--- config.mk ---
export PLATFORM = sky130hd
export DESIGN_NAME = multi_queue_shared_buffer
export DESIGN_NICKNAME = d
export VERILOG_FILES = /design/src/sv/mqsb_pkg.sv /design/src/sv/mqsb_ram.sv /design/src/sv/multi_queue_shared_buffer.sv
export SDC_FILE = /design/constraint.sdc
export NUM_CORES = 1
export LEC_CHECK = 0
export ABC_AREA = 1
export CAP_MARGIN = 10
export CORE_MARGIN = 5
export CORE_UTILIZATION = 55
export CTS_CLUSTER_DIAMETER = 200
export DETAILED_ROUTE_END_ITERATION = 16
export DONT_BUFFER_PORTS = 1
export PLACE_DENSITY_LB_ADDON = 0.3
export SETUP_SLACK_MARGIN = 0.1
export SYNTH_ARGS = -nofsm -noshare
export SYNTH_HDL_FRONTEND = slang
export SYNTH_SLANG_ARGS = --single-unit
--- constraint.sdc ---
create_clock -name clock -period 6 [get_ports clock]
set_clock_uncertainty 0.2 [all_clocks]
set_input_delay 0.6 -clock clock [delete_from_list [all_inputs] [get_ports clock]]
set_output_delay 0.6 -clock clock [all_outputs]
set_load 0.02 [all_outputs]
--- src/sv/mqsb_pkg.sv ---
// shared types and codes for the multi-queue shared buffer
// no dependencies
package mqsb_pkg;

   localparam int NUM_SLOTS_DEF  = 16;
   localparam int NUM_QUEUES_DEF = 4;
   localparam int DATA_WIDTH_DEF = 32;

   localparam logic OP_ENQ = 1'b0;
   localparam logic OP_DEQ = 1'b1;

   localparam logic [1:0] ST_OK        = 2'd0;
   localparam logic [1:0] ST_OVERFLOW  = 2'd1;
   localparam logic [1:0] ST_UNDERFLOW = 2'd2;

   typedef struct packed {
      logic               op;
      logic [1:0]         queue_id;
      logic signed [31:0] data_in;
   } req_type;

   typedef struct packed {
      logic signed [31:0] data_out;
      logic [1:0]         status;
   } rsp_type;

endpackage

--- src/sv/mqsb_ram.sv ---
// generic single write port ram with registered read
// no dependencies
module mqsb_ram #(
   parameter int WIDTH = 8,
   parameter int DEPTH = 16
) (
   input  logic                                   clock,
   input  logic                                   wr_en,
   input  logic [(DEPTH > 1 ? $clog2(DEPTH) : 1)-1:0] wr_addr,
   input  logic [WIDTH-1:0]                       wr_data,
   input  logic                                   rd_en,
   input  logic [(DEPTH > 1 ? $clog2(DEPTH) : 1)-1:0] rd_addr,
   output logic [WIDTH-1:0]                       rd_data
);

   logic [WIDTH-1:0] mem_ff [DEPTH];
   logic [WIDTH-1:0] rd_data_ff;

   always_ff @(posedge clock) begin
      if (wr_en) begin
         mem_ff[wr_addr] <= wr_data;
      end
      if (rd_en) begin
         rd_data_ff <= mem_ff[rd_addr];
      end
   end

   assign rd_data = rd_data_ff;

endmodule

--- src/sv/multi_queue_shared_buffer.sv ---
// multi-queue shared buffer: fifo queues chained through one slot store
// enqueue or refused beat: state S_ENQ or S_FIN, then the result register; dequeue: S_DEQ_RD (queue table
// read), then S_DEQ (dependent slot read), then the result register; next beat taken back in S_IDLE
// a second result waiting behind an untaken one holds req_ready low until rsp_ready
// reset: the link memory is swept slot by slot to its initial free chain, req_ready low
// depends on mqsb_pkg and mqsb_ram
module multi_queue_shared_buffer #(
   parameter int NUM_SLOTS  = mqsb_pkg::NUM_SLOTS_DEF,
   parameter int NUM_QUEUES = mqsb_pkg::NUM_QUEUES_DEF,
   parameter int DATA_WIDTH = mqsb_pkg::DATA_WIDTH_DEF
) (
   input  logic              clock,
   input  logic              reset,
   input  logic              req_valid,
   output logic              req_ready,
   input  mqsb_pkg::req_type req_data,
   output logic              rsp_valid,
   input  logic              rsp_ready,
   output mqsb_pkg::rsp_type rsp_data
);

   import mqsb_pkg::*;

   localparam int SW  = $clog2(NUM_SLOTS);
   localparam int LW  = $clog2(NUM_SLOTS + 1);
   localparam int QAW = NUM_QUEUES > 1 ? $clog2(NUM_QUEUES) : 1;

   localparam logic [LW-1:0] LINK_NULL = LW'(NUM_SLOTS);
   localparam logic [SW-1:0] LAST_SLOT = SW'(NUM_SLOTS - 1);

   localparam logic [2:0] S_IDLE   = 3'd0;
   localparam logic [2:0] S_ENQ    = 3'd1;
   localparam logic [2:0] S_DEQ_RD = 3'd2;
   localparam logic [2:0] S_DEQ    = 3'd3;
   localparam logic [2:0] S_FIN    = 3'd4;
   localparam logic [2:0] S_HOLD   = 3'd5;

   typedef struct packed {
      logic [SW-1:0] head;
      logic [SW-1:0] tail;
   } qent_type;

   logic [2:0]            state_ff, state_in;
   req_type               req_ff, req_in;
   logic [1:0]            st_ff, st_in;
   logic [LW-1:0]         free_ff, free_in;
   logic [NUM_QUEUES-1:0] busy_ff, busy_in;
   logic                  clr_ff, clr_in;
   logic [SW-1:0]         cnt_ff, cnt_in;
   logic                  rsp_valid_ff, rsp_valid_in;
   rsp_type               rsp_ff, rsp_in;
   rsp_type               hold_ff, hold_in;

   logic                  qt_wr_en, qt_rd_en;
   logic [QAW-1:0]        qt_wr_addr, qt_rd_addr;
   qent_type              qt_wr_data, qt_rd_data;
   logic                  ln_wr_en, ln_rd_en;
   logic [SW-1:0]         ln_wr_addr, ln_rd_addr;
   logic [LW-1:0]         ln_wr_data, ln_rd_data;
   logic                  dt_wr_en, dt_rd_en;
   logic [SW-1:0]         dt_wr_addr, dt_rd_addr;
   logic [DATA_WIDTH-1:0] dt_wr_data, dt_rd_data;

   logic                  accept, rsp_free, fin, in_range;
   logic [QAW-1:0]        req_q, cur_q;
   rsp_type               res;

   mqsb_ram #(.WIDTH(2 * SW), .DEPTH(NUM_QUEUES)) u_qtable (
      .clock   (clock),
      .wr_en   (qt_wr_en),
      .wr_addr (qt_wr_addr),
      .wr_data (qt_wr_data),
      .rd_en   (qt_rd_en),
      .rd_addr (qt_rd_addr),
      .rd_data (qt_rd_data)
   );

   mqsb_ram #(.WIDTH(LW), .DEPTH(NUM_SLOTS)) u_link (
      .clock   (clock),
      .wr_en   (ln_wr_en),
      .wr_addr (ln_wr_addr),
      .wr_data (ln_wr_data),
      .rd_en   (ln_rd_en),
      .rd_addr (ln_rd_addr),
      .rd_data (ln_rd_data)
   );

   mqsb_ram #(.WIDTH(DATA_WIDTH), .DEPTH(NUM_SLOTS)) u_data (
      .clock   (clock),
      .wr_en   (dt_wr_en),
      .wr_addr (dt_wr_addr),
      .wr_data (dt_wr_data),
      .rd_en   (dt_rd_en),
      .rd_addr (dt_rd_addr),
      .rd_data (dt_rd_data)
   );

   assign req_ready = (state_ff == S_IDLE) && !clr_ff;
   assign accept    = req_valid && req_ready;
   assign rsp_free  = !rsp_valid_ff || rsp_ready;
   assign req_q     = QAW'(req_data.queue_id);
   assign cur_q     = QAW'(req_ff.queue_id);
   assign in_range  = 32'(req_data.queue_id) < NUM_QUEUES;

   always_comb begin
      res.data_out = (state_ff == S_DEQ) ? 32'(dt_rd_data) : 32'sd0;
      res.status   = st_ff;
   end

   always_comb begin
      state_in     = state_ff;
      req_in       = req_ff;
      st_in        = st_ff;
      free_in      = free_ff;
      busy_in      = busy_ff;
      clr_in       = clr_ff;
      cnt_in       = cnt_ff;
      rsp_valid_in = rsp_valid_ff && !rsp_ready;
      rsp_in       = rsp_ff;
      hold_in      = hold_ff;
      fin          = 1'b0;
      qt_wr_en     = 1'b0;
      qt_wr_addr   = cur_q;
      qt_wr_data   = qt_rd_data;
      qt_rd_en     = 1'b0;
      qt_rd_addr   = req_q;
      ln_wr_en     = 1'b0;
      ln_wr_addr   = cnt_ff;
      ln_wr_data   = LW'(cnt_ff) + LW'(1);
      ln_rd_en     = 1'b0;
      ln_rd_addr   = free_ff[SW-1:0];
      dt_wr_en     = 1'b0;
      dt_wr_addr   = free_ff[SW-1:0];
      dt_wr_data   = DATA_WIDTH'($unsigned(req_ff.data_in));
      dt_rd_en     = 1'b0;
      dt_rd_addr   = qt_rd_data.head;

      unique case (state_ff)
         S_IDLE: begin
            if (accept) begin
               req_in = req_data;
               st_in  = ST_OK;
               priority if (!in_range) begin
                  st_in    = (req_data.op == OP_DEQ) ? ST_UNDERFLOW : ST_OVERFLOW;
                  state_in = S_FIN;
               end else if (req_data.op == OP_ENQ) begin
                  if (free_ff >= LINK_NULL) begin
                     st_in    = ST_OVERFLOW;
                     state_in = S_FIN;
                  end else begin
                     qt_rd_en = 1'b1;
                     ln_rd_en = 1'b1;
                     state_in = S_ENQ;
                  end
               end else begin
                  if (!busy_ff[req_q]) begin
                     st_in    = ST_UNDERFLOW;
                     state_in = S_FIN;
                  end else begin
                     qt_rd_en = 1'b1;
                     state_in = S_DEQ_RD;
                  end
               end
            end
         end
         S_ENQ: begin
            fin        = 1'b1;
            free_in    = ln_rd_data;
            qt_wr_en   = 1'b1;
            dt_wr_en   = 1'b1;
            if (busy_ff[cur_q]) begin
               qt_wr_data.head = qt_rd_data.head;
               qt_wr_data.tail = free_ff[SW-1:0];
               ln_wr_en        = 1'b1;
               ln_wr_addr      = qt_rd_data.tail;
               ln_wr_data      = free_ff;
            end else begin
               qt_wr_data.head = free_ff[SW-1:0];
               qt_wr_data.tail = free_ff[SW-1:0];
               busy_in[cur_q]  = 1'b1;
            end
         end
         S_DEQ_RD: begin
            ln_rd_en   = 1'b1;
            ln_rd_addr = qt_rd_data.head;
            dt_rd_en   = 1'b1;
            state_in   = S_DEQ;
         end
         S_DEQ: begin
            fin        = 1'b1;
            ln_wr_en   = 1'b1;
            ln_wr_addr = qt_rd_data.head;
            ln_wr_data = free_ff;
            free_in    = LW'(qt_rd_data.head);
            if (qt_rd_data.head == qt_rd_data.tail) begin
               busy_in[cur_q] = 1'b0;
            end else begin
               qt_wr_en        = 1'b1;
               qt_wr_data.head = ln_rd_data[SW-1:0];
               qt_wr_data.tail = qt_rd_data.tail;
            end
         end
         S_FIN: begin
            fin = 1'b1;
         end
         S_HOLD: begin
            if (rsp_free) begin
               rsp_in       = hold_ff;
               rsp_valid_in = 1'b1;
               state_in     = S_IDLE;
            end
         end
         default: begin
            state_in = S_IDLE;
         end
      endcase

      if (fin) begin
         if (rsp_free) begin
            rsp_in       = res;
            rsp_valid_in = 1'b1;
            state_in     = S_IDLE;
         end else begin
            hold_in  = res;
            state_in = S_HOLD;
         end
      end

      // initial free chain: each slot links to the next
      if (clr_ff) begin
         ln_wr_en   = 1'b1;
         ln_wr_addr = cnt_ff;
         ln_wr_data = LW'(cnt_ff) + LW'(1);
         if (cnt_ff == LAST_SLOT) begin
            clr_in = 1'b0;
         end else begin
            cnt_in = cnt_ff + SW'(1);
         end
      end
   end

   always_ff @(posedge clock) begin
      if (reset) begin
         state_ff     <= S_IDLE;
         free_ff      <= '0;
         busy_ff      <= '0;
         clr_ff       <= 1'b1;
         cnt_ff       <= '0;
         rsp_valid_ff <= 1'b0;
      end else begin
         state_ff     <= state_in;
         free_ff      <= free_in;
         busy_ff      <= busy_in;
         clr_ff       <= clr_in;
         cnt_ff       <= cnt_in;
         rsp_valid_ff <= rsp_valid_in;
      end
      req_ff  <= req_in;
      st_ff   <= st_in;
      rsp_ff  <= rsp_in;
      hold_ff <= hold_in;
   end

   assign rsp_valid = rsp_valid_ff;
   assign rsp_data  = rsp_ff;

endmodule

* Yosys cells after proc, flatten, opt, wreduce, memory -nomap -nowiden
Memories as Yosys holds them, arrays and structs flattened. A register that Yosys moved wholly into a read port is not among the register bits.
Index checks and enable logic that the tools add are counted.
** Storage, ports and cells
- Flip-flop bits (word level) :: 122
- Bits in latches :: 0
- Bits in writable memories :: 624
- Memory bits (read-only) :: 0
- Input port bits :: 39
- Output and inout port bits :: 36
- Word-level logic and storage cells :: 119
- Memories :: 3
** Cells by class
- Add/subtract/negate cells :: 2
- $mul :: 0
- Divide/modulo/power cells :: 0
- $lt $le $gt $ge :: 4
- Equality and inequality tests :: 12
- Shift-type cells :: 0
- Muxes and demuxes :: 64
- Bitwise logic cells :: 5
- Reduce and logical (&&, ||, !) cells :: 16
** Memory list
- u_data.mem_ff :: words 16, bits a word 32, read ports 1, clocked after memory_dff 1, write ports 1, RTL line mqsb_ram.sv:16 : logic [WIDTH-1:0] mem_ff [DEPTH];
- u_link.mem_ff :: words 16, bits a word 5, read ports 1, clocked after memory_dff 1, write ports 1, RTL line mqsb_ram.sv:16
- u_qtable.mem_ff :: words 4, bits a word 8, read ports 1, clocked after memory_dff 1, write ports 1, RTL line mqsb_ram.sv:16
** Operator list (count)
- 34-bit two-way mux :: 4
- 32-bit two-way mux :: 1
- 1-bit two-way mux :: 29
- 3-bit two-way mux :: 7
- 4-bit two-way mux :: 5
- 5-bit one-hot mux with 2 select lines :: 2
- 8-bit two-way mux :: 2
- 4-bit one-hot mux with 2 select lines :: 2
- 8-bit one-hot mux with 2 select lines :: 1
- 3-bit one-hot mux with 4 select lines :: 1
- 5-bit two-way mux :: 2
- 3-bit by 2-bit == test with 1-bit output, second input constant :: 2
- 3-bit == test, second input constant :: 2
- 2-bit by 3-bit < comparator with 1-bit output, second input constant :: 2
- 3-bit != test, second input constant :: 2
- 1-bit one-hot mux with 2 select lines :: 3
- 2-bit AND reduction :: 3
- 3-bit AND reduction :: 2
- 4-bit by 1-bit adder with 5-bit output, second input constant :: 1
- 5-bit >= comparator, second input constant :: 1
- 4-bit by 1-bit adder with 4-bit output, second input constant :: 1
- 4-bit AND :: 1
- 1-bit binary-select mux with 2-bit select :: 2
- 4-bit == test :: 1
- other kinds (16) :: 24

* Depth between registers and ports, before layout
Gate-level depths: netlist of the first run.
- Word-level depth :: 8
- Depth in mapped cells :: 14
- Gate-level depth less buffers :: 13

* Modules after synthesis
A second synthesis of the first run with hierarchy kept.
** Unflattened totals
- Cells, all modules :: 3210
- Area, all modules :: 33845.0 µm²
** Modules (own cells, without submodules)
- mqsb_ram (u_data) :: times used 1, cells an instance 2120, area an instance 23050.9 µm², seq. area each 16335.7 µm²
- multi_queue_shared_buffer :: times used 1, cells an instance 594, area an instance 5382.7 µm², seq. area each 3143.0 µm²
- mqsb_ram (u_link) :: times used 1, cells an instance 355, area an instance 3783.6 µm², seq. area each 2552.4 µm²
- mqsb_ram (u_qtable) :: times used 1, cells an instance 141, area an instance 1627.8 µm², seq. area each 1201.2 µm²

* Worst setup path before layout of the first run
OpenSTA, ideal clock, no wires.
- Path kind :: register to register
- Start :: register state_ff[0]
- End :: memory u_data.mem_ff[11][0] (netlist name) (enable)
- Library setup time :: 421 ps
- Data arrival time :: 2524 ps
- Data required time :: 5379 ps
- Slack :: 2855 ps
- Stages on the path, launching flop included :: 9
- Buffers on the path :: 0
- Period minus slack after synthesis :: 3145 ps
- Cell sequence :: dfxtp_1 inv_2 nor2_4 inv_2 nor2_4 inv_1 nor2_1 nand2_1 nor2_1
** On the way
- Cells in the longest elaborated chain, start to end :: 4
** Ends and longest elaborated chain
- from (decl) :: RTL line multi_queue_shared_buffer.sv:43 : logic [2:0] state_ff, state_in;
- from (signal assigned) :: RTL line multi_queue_shared_buffer.sv:251 : state_ff <= state_in;
- 3-bit by 1-bit == test with 1-bit output :: RTL line multi_queue_shared_buffer.sv:138 : unique case (state_ff)
- 1-bit two-way mux :: RTL line multi_queue_shared_buffer.sv:138
- 1-bit two-way mux :: RTL line mqsb_ram.sv:20 : if (wr_en) begin
- 1-bit two-way mux (implied by the code) :: RTL line mqsb_ram.sv:21 : mem_ff[wr_addr] <= wr_data;
- to (decl) :: RTL line mqsb_ram.sv:16
Every way passes these cells.

==> flow_results.org, run 1 <==
** Synthesis
- Synthesis instantiated 34 different standard cells from the library.
- Synth Flop Type :: edfxtp_1
- Cell Area, Synth :: 0.0309 sq mm
- Counting flops with a built-in enable in the synthesized netlist gives around 740.
- Syn_area_per_cell :: 13.2 sq um
- Mapped Nets :: around 2400
- The Yosys step of the flow raised 0 warnings.
- Fraction of registers with async set or reset after synthesis :: 0%
- Synthesis handed over a netlist of 2339 instances.
- Sequential cells were found to cover 75.1% of the synthesized design area.
- Synthesis inferred 791 register bits.

** Timing
- The hold violation total from the final report is 0.
- Based on the critical path, the design can be clocked at up to 0.268 GHz.
- At the pin with the least slew margin, the transition time is about 1.2 ns.
- Post-route minimum period :: 3.73 ns
- Hold slack :: between 0.02 and 0.025 ns
- The final critical path takes up 62.1% of the cycle.
- Unrepaired setup endpoints after global routing :: false
- Setup total negative slack on the finished layout was measured at 0 ns.
- Worst slew margin relative to its limit :: 22.0%
- Setup violations remaining at the end of the flow were counted as 0.
- Count of final max-slew check failures :: 0

** Run
- Max Cap Viol :: 0

** Clock tree
- Clk buf depth :: 3
- For this design, the sink count on the clock tree is slightly below 800.
- Post-CTS Setup Inserts :: 0
- TritonCTS built the clock tree.
- H-tree levels :: 3
- The root buffer cell chosen for the clock tree is clkbuf_16.
- Worst-path clk slew :: 0.06 ns
- Clock latency on the worst-skew pair, taken at its later pin, is between 0.6 and 0.7 ns.
- The number of clock buffers added by TritonCTS is 79.

** Global routing
- Overall routing resource usage :: 23.6%
- Summed over all layers, the global routing overflow is 0.
- The first global-routing pass estimated between 100 and 150 mm of wire.
- The number of antenna violations at the first check in global routing came to 1.
- The via count of the first global-routing pass came to around 19000.
- Entering global routing, the biggest net connects around 110 pins.

** Layout
- Leaving out fill and tap cells, the most frequent cell in the layout is edfxtp_1.
- Cell area after layout :: around 0.034 sq mm
- Share of post-route cells with drive strength above 1 :: 7.38%
- Fin nets :: 2393
- Layout area overhead :: 11.5%
- The top cell types in the final layout, fill and taps aside, are 739 x edfxtp_1, 352 x nor2_1, 315 x o21ai_0.
- For this run, the share of the core covered by cells in the final layout is 61.5%.

** Detailed routing
- Wire per inst :: approximately 23 um
- Detailed-route DRC error count :: 0
- Wires add up to about 73 mm.
- Iteration-0 DRC Markers :: 2284
- Number of nets still failing antenna checks after routing :: 0
- The routed layout has ~19000 vias.
- First drt pass iteration count :: 5
- Dividing the detail-routed via count by the number of cells gives 6.09.

** Critical path
- Data on the critical path arrives at its endpoint at about 4 ns.
- Along the worst path, the maximum fanout reaches 34.
- Startpoint type of the worst setup path :: flip-flop
- WP data required :: 6.28 ns
- Crit Path Category :: flip-flop to flip-flop
- STA classifies the critical path endpoint as a flip-flop.

** Placement
- Input and output buffers added on the ports amount to 0.
- Final HPWL DP :: 39.0 mm
- Area after DPL :: around 0.032 sq mm
- GPL Wtd Cong :: 0.900

** Floorplan
- Die Area :: 0.0611 sq mm
- Total core area :: roughly 0.056 sq mm
- In this run the core area contains 87 standard-cell rows.
- The initial utilization of the core area, before any placement, comes to 55.2%.
- From bottom edge to top edge, the die measures 247 um.
- Die X-Extent :: around 250 um
- Top-level port count :: 75

** Pwr
- The analysis attributes to cell leakage a power of 11.6 nW.
- The design draws ~11 mW.
- For this design the ratio of total power to cell area is 329 mW/mm^2.
- Peak supply drop :: 0.000217 V

** Status
- The flow ran to the end, and the final reports show no timing, DRC or antenna violations.

** Worst hold path
- The tightest min-delay check is of the primary input to flip-flop type.
==> critical path, cell delays in order, from the launching register on <==
cell and delay (ns):
dfxtp_1 0.45, inv_1 0.06, nor2_1 0.31, clkinv_1 0.91, nand3_2 1.20, mux2i_1 0.28, o21ai_0 0.13
==> synthesized netlist by cell type, types with 2 or more instances <==
library cell,number,area [sq um]
nor3_1,2,10.0
buf_2,32,160
buf_4,7,52.6
o221ai_1,99,867
clkinv_1,3,11.3
inv_1,108,405
clkbuf_1,96,360
a21oi_1,17,85.1
mux2i_1,34,340
o21ai_0,315,1580
dfxtp_1,52,1040
nand3_1,89,445
o21bai_1,3,22.5
o21ai_4,2,32.5
o211ai_1,65,488
o22ai_1,45,282
nand2_2,2,12.5
o21ai_1,10,50.1
xnor2_1,2,17.5
nor2_2,2,12.5
buf_6,6,67.6
nand2_1,213,800
inv_2,6,22.5
edfxtp_1,739,22200
a221oi_1,4,35.0
nor2_1,370,1390
xor2_1,4,35.0
nor2_4,5,56.3
nand3_2,2,20.0
==> area by class of cell <==
type,instances,area (sq um)
sequential,791,23200
fill,4176,21600
tap,756,946
timing repair buffer,75,661
clock inverter,31,294
inverter,117,445
multi-input combinational,1289,6750
antenna,1,2.50
clock buffer,110,2150
==> final timing paths <==
| kind | start | to | slack [ns] | depth (start not counted) |
|---|---|---|---|---|
| max | rsp_valid | rsp_data[20] | 2.27 | 6 |
| max reg2reg | rsp_valid | rsp_data[20] | 2.27 | 6 |
| min reg2reg | st_ff[1] | hold_ff[1] | 0.26 | 0 |
| min | req_data[34] | st_ff[1] | 0.02 | 2 |
==> metal layers <==
layer  vias to the layer above  part of all wire [%]  wire [um]  global-route usage [%]
met5                         -                 0.018         13                       0
met4                         2                   2.2       1590                    6.97
met3                       136                   9.2       6660                    4.64
met2                       915                    49      35500                    38.5
met1                      9597                    40      29000                    32.6
li1                       8651                     -          -                       -
==> power breakdown <==
group	internal [mW]	switching, mW
clock	2.68	1.99
combinational	0.130	0.283
sequential	6.11	0.157
==> cell families after synthesis <==
family | Yosys count | synth area share [%]
DFF | 791 | 75.1
and+or+nand+nor | 687 | 8.92
AOI/OAI and AO/OA | 561 | 11.1
buffers and inverters | 259 | 3.50
muxes | 34 | 1.10
xor gates and xnor gates | 6 | 0.170
adders and majority gates | 1 | 0.0405
==> registers in the layout (all words and copies together), names as in the netlist, 8 cells and up, named ones only <==
name,flops
rsp_data,34
u_link.mem_ff,80
u_qtable.rd_data,8
hold_ff,34
u_qtable.mem_ff,32
dt_wr_data,32
u_data.mem_ff,512
u_data.rd_data,32
==> through the flow <==
step / cells / setup slack, ns
after detailed placement: 2991 / 2.09
after global routing: 3169 / 1.95
after floorplan: 2339 / 2.85
after global placement: 2991 / 2.27
after CTS: 3168 / 2.18
final: 3170 / 2.27
==> timing repair <==
item / CTS / global route
hold buffers: 36 / 0
endpoints found under the hold margin: 47 / 0
resized for setup: 0 / 0
No activity file was read; power rests on OpenSTA's default activity.
==> run 2, diff against run 1 <==
==> constraint.sdc (replaced) <==
create_clock -name clock -period 3.6 [get_ports clock]
set_clock_uncertainty 0.2 [all_clocks]
set_input_delay 0.36 -clock clock [delete_from_list [all_inputs] [get_ports clock]]
set_output_delay 0.36 -clock clock [all_outputs]
set_load 0.02 [all_outputs]
==> run 2 against run 1 <==
Routed wire length barely moved. Count of clock-buffer cells in the layout shrank 11. Sequential cell count stayed put. Global-route usage rose by 0.099 points. Non-clock buffer count up 14. Critical path type unchanged.
==> flow_results.org, run 2 (same netlist as run 1, synthesis figures left out) <==
** Pwr
- Power density relative to cell area :: 555 mW/mm^2 (+69%)
- The peak ir drop on the vdd network was 0.000456 V (+110%).
- The leakage power is 11.8 nW (+1.9%).

** Detailed routing
- Number of nets still failing antenna checks after routing :: 0 (unchanged)
- Wire per inst :: 22.9 um (-0.35%)
- Aggregate routed wire length :: 72.8 mm (about the same)
- The total iterations of the first detailed-routing run came to 5 (unchanged).
- Via/cell ratio :: 6.03 (-1.0%)
- The overall via count from detail_route came to 19200 (-0.64%).
- The remaining routing DRC violations is 0 (unchanged).
- The starting DRC count in detailed routing came to 2011 (-12%).

** Critical path
- STA classifies the critical path startpoint as a flip-flop.
- WP data required :: 3.65 ns (-2.63 ns)
- The worst endpoint data arrival time came to 2.99 ns (-1.02 ns).
- The critical path is of the flip-flop to flip-flop type.
- The largest fanout of any net on the critical path was 32 (-5.9%).
- Crit. End Element :: flip-flop

** Floorplan
- The core outline area is 0.0561 sq mm (unchanged).
- The I/O pin total is 75 (unchanged).
- Die outline height :: 247 um (unchanged)
- Effective utilization at floorplan :: 55.2% (unchanged)
- The floorplan die width was 247 um (unchanged).
- Die Area :: 0.0611 sq mm (unchanged)
- Number of placement rows :: 87 (unchanged)

** Clock tree
- The clock latency at the later pin of the worst-skew pair came to 0.62 ns (about the same).
- The number of clock sinks came to 791 (unchanged).
- Number of buffers inserted during clock tree synthesis :: 78 (-1.3%)
- Clk buf depth :: 3 (unchanged)
- The number of buffers inserted to repair setup after CTS was 0 (unchanged).
- The count of H-tree levels built during CTS was 3 (unchanged).
- TritonCTS built the clock tree.
- The count of instances resized after the clock tree is built came to 0 (unchanged).
- Worst-path clk slew :: 0.06 ns (about the same)
- Clock root buffer master :: clkbuf_16

** Worst hold path
- Type of the most critical hold path :: primary input to flip-flop

** Layout
- Fin nets :: 2406 (+0.54%)
- The fill cell instance count of the final layout is 4121 (-1.3%).
- Max reg flops :: 512 (unchanged)
- Cell area after layout :: 0.0350 sq mm (+1.4%)
- The fraction of final layout cells with drive strength greater than 1 is 8.29% (+0.91 points).
- Counting flops per register, the top entry is u_data.mem_ff.
- The utilization of the core after routing is 62.4% (+0.89 points).
- Top Registers :: u_data.mem_ff (512), u_link.mem_ff (80)
- The number of non-filler instances in the completed layout was 3182 (+0.38%).
- Most common cell after layout, fill and taps aside :: edfxtp_1
- Most frequent cells in the layout :: 739 x edfxtp_1, 352 x nor2_1, 315 x o21ai_0
- Compared with the post-synthesis result, the final layout area differs by 13.1%.

** Global routing
- Antenna violations before repair :: 3 (+2)
- The final global-route overflow total was 0 (unchanged).
- The global-route wire length before repair was 111 mm (+0.29%).
- Vias in the first global route :: 18700 (-1.2%)
- The maximum number of pins on one net before global-route repair is 146 (+30%).
- Overall routing resource usage :: 23.7% (+0.099 points)

** Timing
- The final hold slack was 0.153 ns (+0.131 ns).
- Max Freq :: 0.340 GHz (+27%)
- Final critical-path share of the clock period :: 81.6% (+19 points)
- The transition at the pin with the smallest max-transition slack came to 0.927 ns (-0.243 ns).
- Total negative slack for setup checks :: 0 ns (unchanged)
- The post-route minimum period is 2.94 ns (-0.789 ns).
- The count of endpoints failing setup in the final report is 0 (unchanged).
- Final hold violation count :: 0 (unchanged)
- Setup repair after global routing left no endpoint under its margin.
- Worst slew margin relative to its limit :: 37.5% (+16 points)
- The max-slew violation count came to 0 (unchanged).

** Placement
- Number of buffers inserted by port buffering :: 0 (unchanged)
- Count of placed standard cells including taps :: 3002 (+0.37%)
- The final weighted congestion in routability-driven placement came to 0.936 (+4.0%).
- The HPWL after detailed placement was 41.5 mm (+6.3%).
- Area after DPL :: 0.0320 sq mm (+0.97%)

** Status
- Status :: complete, no violations

** Run
- The number of maximum-capacitance violations is 0 (unchanged).
run 2: cell types whose count changed in the layout (fill, tap and decap cells not counted), sizes merged:
cell         before  now
clkinv           24   28
dlygate4sd3      36   40
bufinv            4   10
clkbuf          110   99
buf              39   49
inv             118  117
run 2: metrics by stage:
stage               total power [mW]  setup slack [ns]
floorplan                       11.0             0.455
global placement                11.3             0.829
detailed placement              11.3             0.697
CTS                             19.5             0.689
global route                    20.1             0.534
finish                          19.4             0.663
run 2: path summary, 6_finish.rpt:
path	startpoint	endpoint	slack, ns	cells past startpoint
max	state_ff[0]	u_data.mem_ff[15][10]	0.66	9
min	req_data[32]	u_qtable.rd_data[7]	0.15	3
max reg2reg	state_ff[0]	u_data.mem_ff[15][10]	0.66	9
min reg2reg	st_ff[1]	hold_ff[1]	0.26	0
run 2: layout make-up:
type	count	area, sq um	share of cell area, %
well taps	756	946	2.70
flip-flops and latches	791	23200	66.4
clock inverters	40	503	1.44
repair buffers	89	993	2.84
multi-input cells	1289	6750	19.3
diodes	1	2.50	0.00716
clock buffers	99	2100	6.01
inverters	117	445	1.27
run 2: critical path, stage by stage, from the launching register on:
cell and delay (ns):
dfxtp_1 0.43, inv_2 0.08, nor2_4 0.16, inv_2 0.16, nor2_4 0.16, inv_1 0.12, nor2_1 0.29, nand2_1 0.31
nor2_4 0.15, buf_4 0.48
run 2: where the power goes:
| part | switching, mW | internal [mW] |
|---|---|---|
| combinational | 0.488 | 0.225 |
| clock | 3.40 | 4.88 |
| sequential | 0.255 | 10.2 |
run 2: metal layers:
layer | vias up | GRT usage, % | wire length [um]
met3 | 147 | 4.22 | 5720
met2 | 859 | 37.6 | 34600
met5 | - | 0 | 13
met1 | 9482 | 33.9 | 30600
met4 | 2 | 7.43 | 1770
li1 | 8687 | - | -
run 2: timing repair:
item,4_1_cts,5_1_grt
setup endpoints to repair,0,0
hold buffers,40,0
endpoints found under the hold margin,63,0
